## src/rtl/ptd_pkg.sv

```systemverilog
// Shared types, codes and constants for the priority timer dispatcher.
`timescale 1ns / 1ps
`default_nettype none

package ptd_pkg;

    localparam int MAX_HANDLERS_DEF = 16;
    localparam int TIME_BITS_DEF    = 48;
    localparam int MAX_RESULTS      = 16;
    localparam int RES_CNT_W        = $clog2(MAX_RESULTS + 1);

    // One day in microseconds; fits in DAY_BITS bits.
    localparam logic [63:0] DAY_US   = 64'd24 * 64'd60 * 64'd60 * 64'd1000000;
    localparam int          DAY_BITS = 37;

    localparam logic [1:0] FUNC_ADD     = 2'd0;
    localparam logic [1:0] FUNC_RESCHED = 2'd1;
    localparam logic [1:0] FUNC_POLL    = 2'd2;
    localparam logic [1:0] FUNC_QUERY   = 2'd3;

    localparam logic [2:0] KIND_ADDED     = 3'd0;
    localparam logic [2:0] KIND_RESCHED   = 3'd1;
    localparam logic [2:0] KIND_DUE       = 3'd2;
    localparam logic [2:0] KIND_NONE_DUE  = 3'd3;
    localparam logic [2:0] KIND_NEXT_WAKE = 3'd4;
    localparam logic [2:0] KIND_ERROR     = 3'd5;

    typedef struct packed {
        logic [1:0]  func;
        logic [3:0]  handler_id;
        logic [7:0]  priority_req;
        logic [47:0] event_time;
    } t_in_item;

    typedef struct packed {
        logic [2:0]  result_kind;
        logic [3:0]  result_id;
        logic [47:0] wake_time;
        logic        table_empty;
        logic        last;
    } t_out_item;

    typedef enum logic [2:0] {
        S_IDLE,
        S_EMIT,
        S_ADD_SHIFT,
        S_ADD_PUT,
        S_SC_ORD,
        S_SC_CMP,
        S_POLL_END,
        S_Q_END
    } t_state;

endpackage

`default_nettype wire

```

## src/rtl/ptd_engine.sv

```systemverilog
// Handler table engine: order and activation memories with the operation sequencer.
`timescale 1ns / 1ps
`default_nettype none

module ptd_engine import ptd_pkg::*; #(
    parameter int MAX_HANDLERS = MAX_HANDLERS_DEF,
    parameter int TIME_BITS    = TIME_BITS_DEF
) (
    input  wire logic      i_clk,
    input  wire logic      i_rst_n,
    input  wire logic      i_valid,
    input  wire t_in_item  i_item,
    output logic           o_ready,
    output logic           o_res_valid,
    output t_out_item      o_res,
    input  wire logic      i_res_ready
);

    localparam int IDW  = $clog2(MAX_HANDLERS);
    localparam int CNTW = $clog2(MAX_HANDLERS + 1);
    localparam int OW   = IDW + 8;
    localparam int NXW  = ((TIME_BITS > DAY_BITS) ? TIME_BITS : DAY_BITS) + 1;

    localparam logic [NXW-1:0] TMASK    = NXW'({TIME_BITS{1'b1}});
    localparam logic [NXW-1:0] DAY_EXT  = NXW'(DAY_US);
    localparam bit             DAY_FITS = (DAY_EXT <= TMASK);

    // order table: {id, prio} by descending priority; activation times by id
    logic [OW-1:0]        mem_ord [MAX_HANDLERS];
    logic [TIME_BITS-1:0] mem_act [MAX_HANDLERS];

    t_state               r_state, n_state;
    logic [CNTW-1:0]      r_count, n_count;
    logic [1:0]           r_func, n_func;
    logic [TIME_BITS-1:0] r_time, n_time;
    logic [7:0]           r_prio, n_prio;
    logic [IDW-1:0]       r_new_id, n_new_id;
    logic [IDW-1:0]       r_idx, n_idx;
    logic [IDW-1:0]       r_cur_id, n_cur_id;
    logic                 r_pend, n_pend;
    logic [IDW-1:0]       r_pend_id, n_pend_id;
    logic [RES_CNT_W-1:0] r_cnt, n_cnt;
    logic [NXW-1:0]       r_next, n_next;
    t_out_item            r_single, n_single;
    logic [OW-1:0]        r_ord_rd;
    logic [TIME_BITS-1:0] r_act_rd;

    logic                 ord_we;
    logic [IDW-1:0]       ord_waddr;
    logic [OW-1:0]        ord_wdata;
    logic                 act_we;
    logic [IDW-1:0]       act_waddr;
    logic [TIME_BITS-1:0] act_wdata;
    logic                 act_re;

    logic [TIME_BITS-1:0] t_in;
    logic [NXW-1:0]       day_sum;
    logic [NXW-1:0]       start_next;
    logic                 full;
    logic                 hid_ok;
    logic [7:0]           rd_prio;
    logic [IDW-1:0]       rd_id;
    logic                 due;
    logic                 q_less;
    logic                 last_idx;
    logic [RES_CNT_W-1:0] cnt_inc;
    logic                 is_poll;
    logic [NXW-1:0]       wake_final;

    assign t_in       = TIME_BITS'(i_item.event_time);
    assign day_sum    = NXW'(t_in) + DAY_EXT;
    // saturate at the top of the time range only when a day fits in it
    assign start_next = (DAY_FITS && (day_sum > TMASK)) ? TMASK : day_sum;
    assign full       = (r_count == CNTW'(MAX_HANDLERS));
    assign hid_ok     = ({{CNTW{1'b0}}, i_item.handler_id} < {4'b0000, r_count});
    assign rd_prio    = r_ord_rd[7:0];
    assign rd_id      = r_ord_rd[OW-1:8];
    assign due        = (r_act_rd < r_time);
    assign q_less     = (NXW'(r_act_rd) < r_next);
    assign last_idx   = (r_idx == IDW'(r_count - 1'b1));
    assign cnt_inc    = r_cnt + 1'b1;
    assign is_poll    = (r_func == FUNC_POLL);
    assign wake_final = (r_next < NXW'(r_time)) ? NXW'(r_time) : r_next;

    // next state
    always_comb begin
        n_state = r_state;
        unique case (r_state)
            S_IDLE: begin
                if (i_valid) begin
                    unique case (i_item.func)
                        FUNC_ADD: begin
                            if (full) begin
                                n_state = S_EMIT;
                            end else if (r_count == '0) begin
                                n_state = S_ADD_PUT;
                            end else begin
                                n_state = S_ADD_SHIFT;
                            end
                        end
                        FUNC_RESCHED: n_state = S_EMIT;
                        FUNC_POLL, FUNC_QUERY: begin
                            n_state = (r_count == '0) ? S_EMIT : S_SC_ORD;
                        end
                    endcase
                end
            end
            S_EMIT, S_POLL_END, S_Q_END: begin
                if (i_res_ready) begin
                    n_state = S_IDLE;
                end
            end
            S_ADD_SHIFT: begin
                if (rd_prio >= r_prio) begin
                    n_state = S_EMIT;
                end else if (r_idx == '0) begin
                    n_state = S_ADD_PUT;
                end
            end
            S_ADD_PUT: n_state = S_EMIT;
            S_SC_ORD:  n_state = S_SC_CMP;
            S_SC_CMP: begin
                if (is_poll) begin
                    if (due && r_pend && !i_res_ready) begin
                        n_state = S_SC_CMP;
                    end else if (last_idx || (due && (cnt_inc == RES_CNT_W'(MAX_RESULTS)))) begin
                        n_state = S_POLL_END;
                    end else begin
                        n_state = S_SC_ORD;
                    end
                end else begin
                    n_state = last_idx ? S_Q_END : S_SC_ORD;
                end
            end
        endcase
    end

    // outputs, memory controls and datapath
    always_comb begin
        o_ready     = 1'b0;
        o_res_valid = 1'b0;
        o_res       = r_single;
        ord_we      = 1'b0;
        ord_waddr   = '0;
        ord_wdata   = r_ord_rd;
        act_we      = 1'b0;
        act_waddr   = '0;
        act_wdata   = t_in;
        act_re      = 1'b0;
        n_count     = r_count;
        n_func      = r_func;
        n_time      = r_time;
        n_prio      = r_prio;
        n_new_id    = r_new_id;
        n_idx       = r_idx;
        n_cur_id    = r_cur_id;
        n_pend      = r_pend;
        n_pend_id   = r_pend_id;
        n_cnt       = r_cnt;
        n_next      = r_next;
        n_single    = r_single;
        unique case (r_state)
            S_IDLE: begin
                o_ready = 1'b1;
                if (i_valid) begin
                    n_func   = i_item.func;
                    n_time   = t_in;
                    n_prio   = i_item.priority_req;
                    n_next   = start_next;
                    n_idx    = '0;
                    n_pend   = 1'b0;
                    n_cnt    = '0;
                    n_single = '{result_kind: KIND_ERROR, result_id: 4'd0, wake_time: 48'd0,
                                 table_empty: 1'b0, last: 1'b1};
                    unique case (i_item.func)
                        FUNC_ADD: begin
                            if (!full) begin
                                act_we    = 1'b1;
                                act_waddr = IDW'(r_count);
                                n_count   = r_count + 1'b1;
                                n_new_id  = IDW'(r_count);
                                n_idx     = IDW'(r_count - 1'b1);
                                n_single.result_kind = KIND_ADDED;
                                n_single.result_id   = 4'(r_count);
                            end
                        end
                        FUNC_RESCHED: begin
                            n_single.result_id = i_item.handler_id;
                            if (hid_ok) begin
                                act_we    = 1'b1;
                                act_waddr = IDW'(i_item.handler_id);
                                n_single.result_kind = KIND_RESCHED;
                            end
                        end
                        FUNC_POLL: begin
                            n_single.result_kind = KIND_NONE_DUE;
                        end
                        FUNC_QUERY: begin
                            n_single.result_kind = KIND_NEXT_WAKE;
                            n_single.table_empty = 1'b1;
                        end
                    endcase
                end
            end
            S_EMIT: begin
                o_res_valid = 1'b1;
            end
            S_ADD_SHIFT: begin
                // walk down from the tail, moving lower priorities up one slot
                ord_we    = 1'b1;
                ord_waddr = r_idx + 1'b1;
                if (rd_prio >= r_prio) begin
                    ord_wdata = {r_new_id, r_prio};
                end else begin
                    ord_wdata = r_ord_rd;
                    n_idx     = r_idx - 1'b1;
                end
            end
            S_ADD_PUT: begin
                ord_we    = 1'b1;
                ord_waddr = '0;
                ord_wdata = {r_new_id, r_prio};
            end
            S_SC_ORD: begin
                act_re   = 1'b1;
                n_cur_id = rd_id;
            end
            S_SC_CMP: begin
                if (is_poll) begin
                    // one due id is held back so the final one can carry last
                    if (due) begin
                        if (r_pend) begin
                            o_res_valid = 1'b1;
                            o_res = '{result_kind: KIND_DUE, result_id: 4'(r_pend_id),
                                      wake_time: 48'd0, table_empty: 1'b0, last: 1'b0};
                            if (i_res_ready) begin
                                n_pend_id = r_cur_id;
                                n_cnt     = cnt_inc;
                                n_idx     = r_idx + 1'b1;
                            end
                        end else begin
                            n_pend    = 1'b1;
                            n_pend_id = r_cur_id;
                            n_cnt     = cnt_inc;
                            n_idx     = r_idx + 1'b1;
                        end
                    end else begin
                        n_idx = r_idx + 1'b1;
                    end
                end else begin
                    if (q_less) begin
                        n_next = NXW'(r_act_rd);
                    end
                    n_idx = r_idx + 1'b1;
                end
            end
            S_POLL_END: begin
                o_res_valid = 1'b1;
                if (r_pend) begin
                    o_res = '{result_kind: KIND_DUE, result_id: 4'(r_pend_id),
                              wake_time: 48'd0, table_empty: 1'b0, last: 1'b1};
                end else begin
                    o_res = '{result_kind: KIND_NONE_DUE, result_id: 4'd0,
                              wake_time: 48'd0, table_empty: 1'b0, last: 1'b1};
                end
            end
            S_Q_END: begin
                o_res_valid = 1'b1;
                o_res = '{result_kind: KIND_NEXT_WAKE, result_id: 4'd0,
                          wake_time: 48'(wake_final), table_empty: 1'b0, last: 1'b1};
            end
        endcase
    end

    always_ff @(posedge i_clk) begin
        if (!i_rst_n) begin
            r_state <= S_IDLE;
            r_count <= '0;
        end else begin
            r_state <= n_state;
            r_count <= n_count;
        end
    end

    always_ff @(posedge i_clk) begin
        r_func    <= n_func;
        r_time    <= n_time;
        r_prio    <= n_prio;
        r_new_id  <= n_new_id;
        r_idx     <= n_idx;
        r_cur_id  <= n_cur_id;
        r_pend    <= n_pend;
        r_pend_id <= n_pend_id;
        r_cnt     <= n_cnt;
        r_next    <= n_next;
        r_single  <= n_single;
    end

    // order memory: read address follows the next index, so data lines up with r_idx
    always_ff @(posedge i_clk) begin
        if (ord_we) begin
            mem_ord[ord_waddr] <= ord_wdata;
        end
        r_ord_rd <= mem_ord[n_idx];
    end

    always_ff @(posedge i_clk) begin
        if (act_we) begin
            mem_act[act_waddr] <= act_wdata;
        end
        if (act_re) begin
            r_act_rd <= mem_act[rd_id];
        end
    end

endmodule

`default_nettype wire

```

## src/rtl/priority_timer_dispatcher_core.sv

```systemverilog
// Top level of the priority timer dispatcher: request intake and result register.
//
// Usage: requests enter on i_in (valid/stall), one transaction per operation:
// add handler, reschedule handler, poll due handlers, query next wake time.
// Results leave on o_out (valid/stall); every request gives one result except
// a poll, which gives one per due handler (up to 16), or one none-due result
// if none is due, and flags the final one with last. A request is taken only
// while the sequencer is idle. An add shifts order memory entries up one slot,
// walking from the tail down to the insert point; a reschedule writes the
// activation memory; a poll or query reads, for each entry, the order memory
// and then the activation memory.
// Results pass through one output register, so the sequencer keeps working
// while a finished result waits. If the receiver stalls, the poll scan pauses
// at the next due handler until the register frees up; nothing is dropped.
// Reset empties the handler table (count to zero); memory contents are not
// cleared and entries are only read once written.
`timescale 1ns / 1ps
`default_nettype none

module priority_timer_dispatcher_core import ptd_pkg::*; #(
    parameter int MAX_HANDLERS = MAX_HANDLERS_DEF,
    parameter int TIME_BITS    = TIME_BITS_DEF
) (
    input  wire logic      i_clk,
    input  wire logic      i_rst_n,
    input  wire logic      i_in_valid,
    output logic           o_in_stall,
    input  wire t_in_item  i_in,
    output logic           o_out_valid,
    input  wire logic      i_out_stall,
    output t_out_item      o_out
);

    logic      eng_ready;
    logic      res_valid;
    t_out_item res;
    logic      res_ready;
    logic      r_out_valid;
    t_out_item r_out;

    ptd_engine #(
        .MAX_HANDLERS (MAX_HANDLERS),
        .TIME_BITS    (TIME_BITS)
    ) u_engine (
        .i_clk       (i_clk),
        .i_rst_n     (i_rst_n),
        .i_valid     (i_in_valid),
        .i_item      (i_in),
        .o_ready     (eng_ready),
        .o_res_valid (res_valid),
        .o_res       (res),
        .i_res_ready (res_ready)
    );

    assign o_in_stall = !eng_ready;
    assign res_ready  = !r_out_valid || !i_out_stall;

    always_ff @(posedge i_clk) begin
        if (!i_rst_n) begin
            r_out_valid <= 1'b0;
        end else if (res_ready) begin
            r_out_valid <= res_valid;
        end
    end

    always_ff @(posedge i_clk) begin
        if (res_ready && res_valid) begin
            r_out <= res;
        end
    end

    assign o_out_valid = r_out_valid;
    assign o_out       = r_out;

endmodule

`default_nettype wire
```

## config.mk

```make
export PLATFORM = sky130hd
export DESIGN_NAME = priority_timer_dispatcher_core
export DESIGN_NICKNAME = d
export VERILOG_FILES = /design/src/rtl/ptd_pkg.sv /design/src/rtl/ptd_engine.sv /design/src/rtl/priority_timer_dispatcher_core.sv
export SDC_FILE = /design/constraint.sdc
export NUM_CORES = 1
export LEC_CHECK = 0
export BUFFER_PORTS_ARGS = -buffer_cell sky130_fd_sc_hd__buf_2
export CORE_ASPECT_RATIO = 1.1
export CORE_MARGIN = 2
export CORE_UTILIZATION = 55
export CTS_CLUSTER_DIAMETER = 50
export DETAILED_ROUTE_END_ITERATION = 6
export GPL_TIMING_DRIVEN = 0
export MAX_ROUTING_LAYER = met4
export PLACE_DENSITY = 0.68
export SYNTH_ARGS = -nofsm -noshare
export SYNTH_HDL_FRONTEND = slang
export SYNTH_SLANG_ARGS = --single-unit
```

## constraint.sdc

```tcl
create_clock -name i_clk -period 10.25 [get_ports i_clk]
set_input_delay 2.05 -clock i_clk [delete_from_list [all_inputs] [get_ports i_clk]]
set_output_delay 2.05 -clock i_clk [all_outputs]
set_load 0.02 [all_outputs]
```

# Yosys cells after proc, flatten, opt, wreduce, memory -nomap -nowiden

Memories as Yosys holds them, arrays and structs flattened. A register that Yosys moved wholly into a read port is not among the register bits.
Cells that the tools add are included.
W data, S select, Z words.

Logic and storage cells: 158
Output and inout port bits: 59
RAM bits: 960
Register bits after elaboration: 203
Bits of input ports: 66
Memories kept: 2

Memory list:

| name             | depth | width | rd ports | clocked after Yosys merged registers in | write ports | line             | text |
|---|---|---|---|---|---|---|---|
| u_engine.mem_act | 16    | 48    | 1        | 1                                       | 1           | ptd_engine.sv:30 | `logic [TIME_BITS-1:0] mem_act [MAX_HANDLERS];` |
| u_engine.mem_ord | 16    | 12    | 1        | 1                                       | 1           | ptd_engine.sv:29 | `logic [OW-1:0] mem_ord [MAX_HANDLERS];` |

Magnitude comparators: 6
Reductions and logical operators: 25
Bitwise gates (word level): 1
Equal/unequal tests: 23
Add/subtract/negate cells: 6
Muxes and demuxes: 74

Operators with widths:

| kind                     | count |
|---|---|
| $mux W49                 | 4 |
| $mux W57                 | 3 |
| $pmux W57 S3             | 1 |
| $pmux W49 S2             | 1 |
| $mux W4                  | 15 |
| $mux W55                 | 1 |
| $add A48 B37 Y49 const B | 1 |
| $gt A49 B48 Y1 const B   | 1 |
| $lt A48 B49 Y1           | 1 |
| $lt A49 B48 Y1           | 1 |
| $lt A48 B48 Y1           | 1 |
| $mux W48                 | 1 |
| $mux W3                  | 9 |
| $mux W5                  | 5 |
| $pmux W12 S2             | 1 |
| $mux W1                  | 19 |
| $pmux W3 S6              | 1 |
| $pmux W4 S2              | 2 |
| $reduce_and A4 Y1        | 4 |
| $eq A3 B3 Y1 const B     | 4 |
| $mux W12                 | 1 |
| $pmux W3 S4              | 1 |
| $pmux W4 S3              | 1 |
| $add A5 B1 Y5 const B    | 2 |
| other kinds (33)         | 54 |

# Longest topological paths before layout

Word-level depth: 8
Depth in mapped cells: 16
Depth with buffers taken out: 13

# Hierarchy

Synthesis repeated with hierarchy kept, for this count alone.

Cell total of the unflattened synthesis: 2,907
Area total of the unflattened synthesis: 51,546.9 µm²

By module, submodules not included:

| module                         | area an instance (µm²) | sequential area each (µm²) | cells each | times used |
|---|---|---|---|---|
| ptd_engine                     | 49,790.3               | 34,743.3                   | 2,844      | 1 |
| priority_timer_dispatcher_core | 1,756.7                | 1,731.7                    | 63         | 1 |

# Worst setup path before layout

No wires, ideal clock.

Path kind: input port to flip-flop
Start: in i_in_valid
End: reg u_engine.r_next[0] (enable)
Arrival time: 7.423 ns
Setup slack: 2.297 ns
Setup time: 0.529 ns
Path buffers: 0
Required time: 9.721 ns
Cell stages on the path: 4
Cells stage by stage: nand2_1 > inv_1 > nor4_1 > a211oi_1

Word-level cells in the longest chain between the ends: 2

Ends and longest elaborated chain:

| item                               | line                                 | text |
|---|---|---|
| start: declaration                 | priority_timer_dispatcher_core.sv:26 | `input wire logic i_in_valid,` |
| $ne A2 B2 Y1 (no source line)      | -                                    |  |
| $reduce_and A4 Y1 (no source line) | -                                    |  |
| end signal: assignment             | ptd_engine.sv:295                    | `r_next <= n_next;` |
| end: declaration                   | ptd_engine.sv:43                     | `logic [NXW-1:0] r_next, n_next;` |

Every way passes these cells.
A chain may end at the register's enable or synchronous reset.

# Final worst setup path

Start: in i_in[13] (netlist name)
End: reg u_engine.r_next[13] (data pin)

Word-level cells in the longest chain between the ends: 5

Ends and longest elaborated chain:

| item                    | line                                 | text |
|---|---|---|
| start: declaration      | priority_timer_dispatcher_core.sv:28 | `input wire t_in_item i_in,` |
| $add A48 B37 Y49 (*)    | ptd_engine.sv:71                     | `assign day_sum = NXW'(t_in) + DAY_EXT;` |
| $gt A49 B48 Y1          | ptd_engine.sv:73                     | `assign start_next = (DAY_FITS && (day_sum > TMASK)) ? TMASK : day_sum;` |
| $mux W49 (*)            | ptd_engine.sv:73                     |  |
| $mux W49 (*)            | ptd_engine.sv:165                    | `if (i_valid) begin` |
| $pmux W49 S2 (*)        | ptd_engine.sv:162                    | `unique case (r_state)` |
| via u_engine.n_next[13] | ptd_engine.sv:43                     |  |

The timed path passes the listed nets; every way through them passes the cells marked *. The select of a mux whose other input is x is not followed.

==> results_dict.tcl <==
set metrics [dict create \
    worstPathArrival_ps 5860 \
    max-slew-margin-rel 0.127 \
    die_w_um 296 \
    totalWireLength_mm 128 \
    rsz0062_at_grt "no" \
    cts_setup_buffers 0 \
    coreArea_sq_mm 0.0928 \
    synthCells 2859 \
    critPathLaunchType "input port" \
    cts-buffers-inserted 121 \
    multi_input_area_sq_mm 0.0142 \
    first_pass_iters 5 \
    ant_nets 0 \
    power_density_mw_per_mm2 266 \
    cts_buffer_depth 3 \
    first_iter_violations 2907 \
    synth_edf_count 1198 \
    r2r_setup_slack_ps 5710 \
    synth-async-reset-ratio 0 \
    grt_pass1_vias 28700 \
    grt_first_pass_wirelength_mm 187 \
    totalPowerFinal_uw 15700 \
    synth.distinct_cells 76 \
    core.rowCount 117 \
    ff_latch_area_sq_mm 0.0365 \
    tritoncts "done" \
    final_cell_mix "1198 x edfxtp_1, 240 x mux4_2, 183 x mux2i_1, 166 x ha_1, 129 x buf_2" \
    power_switching_uw 4770 \
    wl_met2_mm 64.2 \
    placed_cell_area_sq_mm 0.0548 \
    clk_pin_slew_ps 60 \
    cts_root_buf "clkbuf_16" \
    max_cap_violations 0 \
    ctsResizeCount 0 \
    hp-class "reg2reg" \
    timing_worst_setup_path_type "in2reg" \
    drv_slew 0 \
    fmax_mhz 189 \
    wl_met1_mm 50.5 \
    holdPathEnd "u_engine.r_pend_id[0]$_DFFE_PP_" \
    hold_violations 0 \
    vias 27900 \
    die_y_um 325 \
    layout_commonest_cell "edfxtp_1" \
    period_minus_slack_ps 5300 \
    skew_ps 33.2 \
    leakage_uw 0.0206 \
    drive_gt1_frac 0.204 \
    status "complete, no violations" \
    holdBufCountCts 0 \
    irDropWorstVdd_mv 0.191 \
    nNetsFinal 3387 \
    worstReg2RegEnd "o_out[6]$_DFFE_PP_" \
    place_congestion 0.909 \
    clk_latency_ps 710 \
    tightest_slew_ps 1310 \
    p_clk_frac 0.300 \
    drc 0 \
    fin_area_sq_mm 0.0591 \
    reg2reg_from "u_engine.r_next[23]$_DFFE_PP_" \
    wl_per_cell_um 28.3 \
    critical_path.endpoint_type "register" \
    antenna_found_initial 9 \
    rr_worst_depth 11 \
    synth.ff_latch_count 1223 \
    dr.max_layer_used "met4" \
    finalSetupViolations 0 \
    seq_area_frac_synth 0.707 \
    viasPerCell 6.19 \
    cts_num_sinks 1223 \
    die_area_sq_mm 0.0962 \
    p_int_uw 10900 \
    synth_fp_nets 3091 \
    worstPathRequired_ps 10810 \
    port-buffer-count 124 \
    yosysWarnings 0 \
    grt_max_degree 59 \
    fin_crit_sh 0.517 \
    min_from "u_engine.r_cur_id[0]$_DFFE_PP_" \
    mappedNetlistArea_sq_mm 0.0516 \
    syn_to_final_growth_pct 14.5 \
    place_hpwl_mm 87.3 \
    post_synth.cell_area_avg_sq_um 18.0 \
    combPwrFrac 0.301 \
    wl_met3_mm 8.91 \
    grt_usage 0.277 \
    p_seq_frac 0.399 \
    timing.hold.ws_ps 437 \
    start_util 0.556 \
    ys.flop_type "edfxtp_1" \
    hold-path-cell-count 0 \
    p_sw_frac 0.304 \
    grt.overflow.total 0 \
    nFillCells 6471 \
    htreeDepth 3 \
    io_pins 125 \
    crit_fanout 23 \
]
==> critical path, cell delays in order <==
cell	delay, ps
buf_2	380
inv_1	190
ha_1	280
nand2b_1	200
a21boi_0	310
o21a_1	240
o21ai_1	130
a211oi_1	510
nor2_1	160
xnor2_1	310
nand4b_1	200
a2111oi_0	430
a21oi_1	240
a21oi_1	210
==> per-stage QoR <==
stage	TNS, ps	std cells	util	setup slack, ps
floorplan	0	2859	-	2300
global placement	-139090	4232	0.579	-1530
detailed placement	0	4280	0.590	4250
CTS	0	4504	0.636	4950
global route	0	4509	0.636	4600
finish	0	4512	0.636	4950
==> worst max path at each step <==
stage,from,to,slack [ps],cells after the start
5_1_grt,i_in[13],u_engine.r_next[14]$_DFFE_PP_,4600,14
2_1_floorplan,i_in_valid,u_engine.r_next[0]$_DFFE_PP_,2300,4
6_report,i_in[13],u_engine.r_next[13]$_DFFE_PP_,4950,14
4_1_cts,i_in[13],u_engine.r_next[14]$_DFFE_PP_,4950,14
3_5_place_dp,i_in[13],u_engine.r_next[14]$_DFFE_PP_,4250,14
3_3_place_gp,i_in_valid,u_engine.r_next[7]$_DFFE_PP_,-1530,5
==> cell type report <==
cell class                      count  area share
Tap cell                         1249      0.0265
Inverter                          129     0.00824
Sequential cell                  1223       0.617
Buffer                            123     0.00972
Clock buffer                      144      0.0549
Multi-Input combinational cell   1384       0.240
Clock inverter                     80      0.0172
Timing Repair Buffer              173      0.0253
Antenna cell                        7    0.000297
==> routing by layer <==
layer	up-vias	track usage
met5	-	-
met1	14500	0.361
met4	0	0.0918
met2	1140	0.450
li1	12100	-
met3	220	0.0397
==> flip-flops by register name, summed over array words and instances (netlist names), 8 cells and up <==
name / cells
u_engine.r_prio: 8
o_out: 57
u_engine.r_single: 8
u_engine.r_ord_rd: 12
u_engine.mem_act: 768
u_engine.r_act_rd: 48
u_engine.mem_ord: 192
u_engine.r_time: 48
u_engine.r_next: 49
==> cells by family after synthesis <==
logic type,share of synthesized area
AND/OR/NAND/NOR,0.0396
XOR/XNOR,0.00747
adder cells (fa/ha/maj),0.0403
AO/OA/AOI/OAI,0.0431
multiplexers,0.142
other,0.0000727
flip-flops,0.707
buffers and inverters,0.0205
==> power groups by stage <==
stage / Combinational [uW] / Clock [uW] / Sequential (uW)
6_report: 4720 / 4710 / 6270
5_1_grt: 5040 / 4960 / 6290
4_1_cts: 4770 / 4770 / 6260
3_5_place_dp: 4740 / 0 / 6360
3_3_place_gp: 4530 / 0 / 6420
2_1_floorplan: 3110 / 0 / 6400
==> synth_stat cells, drive strengths merged (19+ instances only) <==
cell / count / share of area
edfxtp: 1198 / 0.70
mux4: 240 / 0.10
mux2i: 183 / 0.036
ha: 166 / 0.040
inv: 128 / 0.0093
nor2: 120 / 0.0087
a21oi: 86 / 0.0083
clkbuf: 80 / 0.0058
nand2: 78 / 0.0057
nand3: 78 / 0.0076
o21ai: 58 / 0.0057
o31ai: 51 / 0.0074
a21o: 49 / 0.0071
buf: 43 / 0.0053
nand4: 29 / 0.0035
xnor2: 28 / 0.0048
dfxtp: 25 / 0.0097
o22a: 20 / 0.0034
nand2b: 19 / 0.0023
Note: power is estimated with default switching activity, not from simulation.
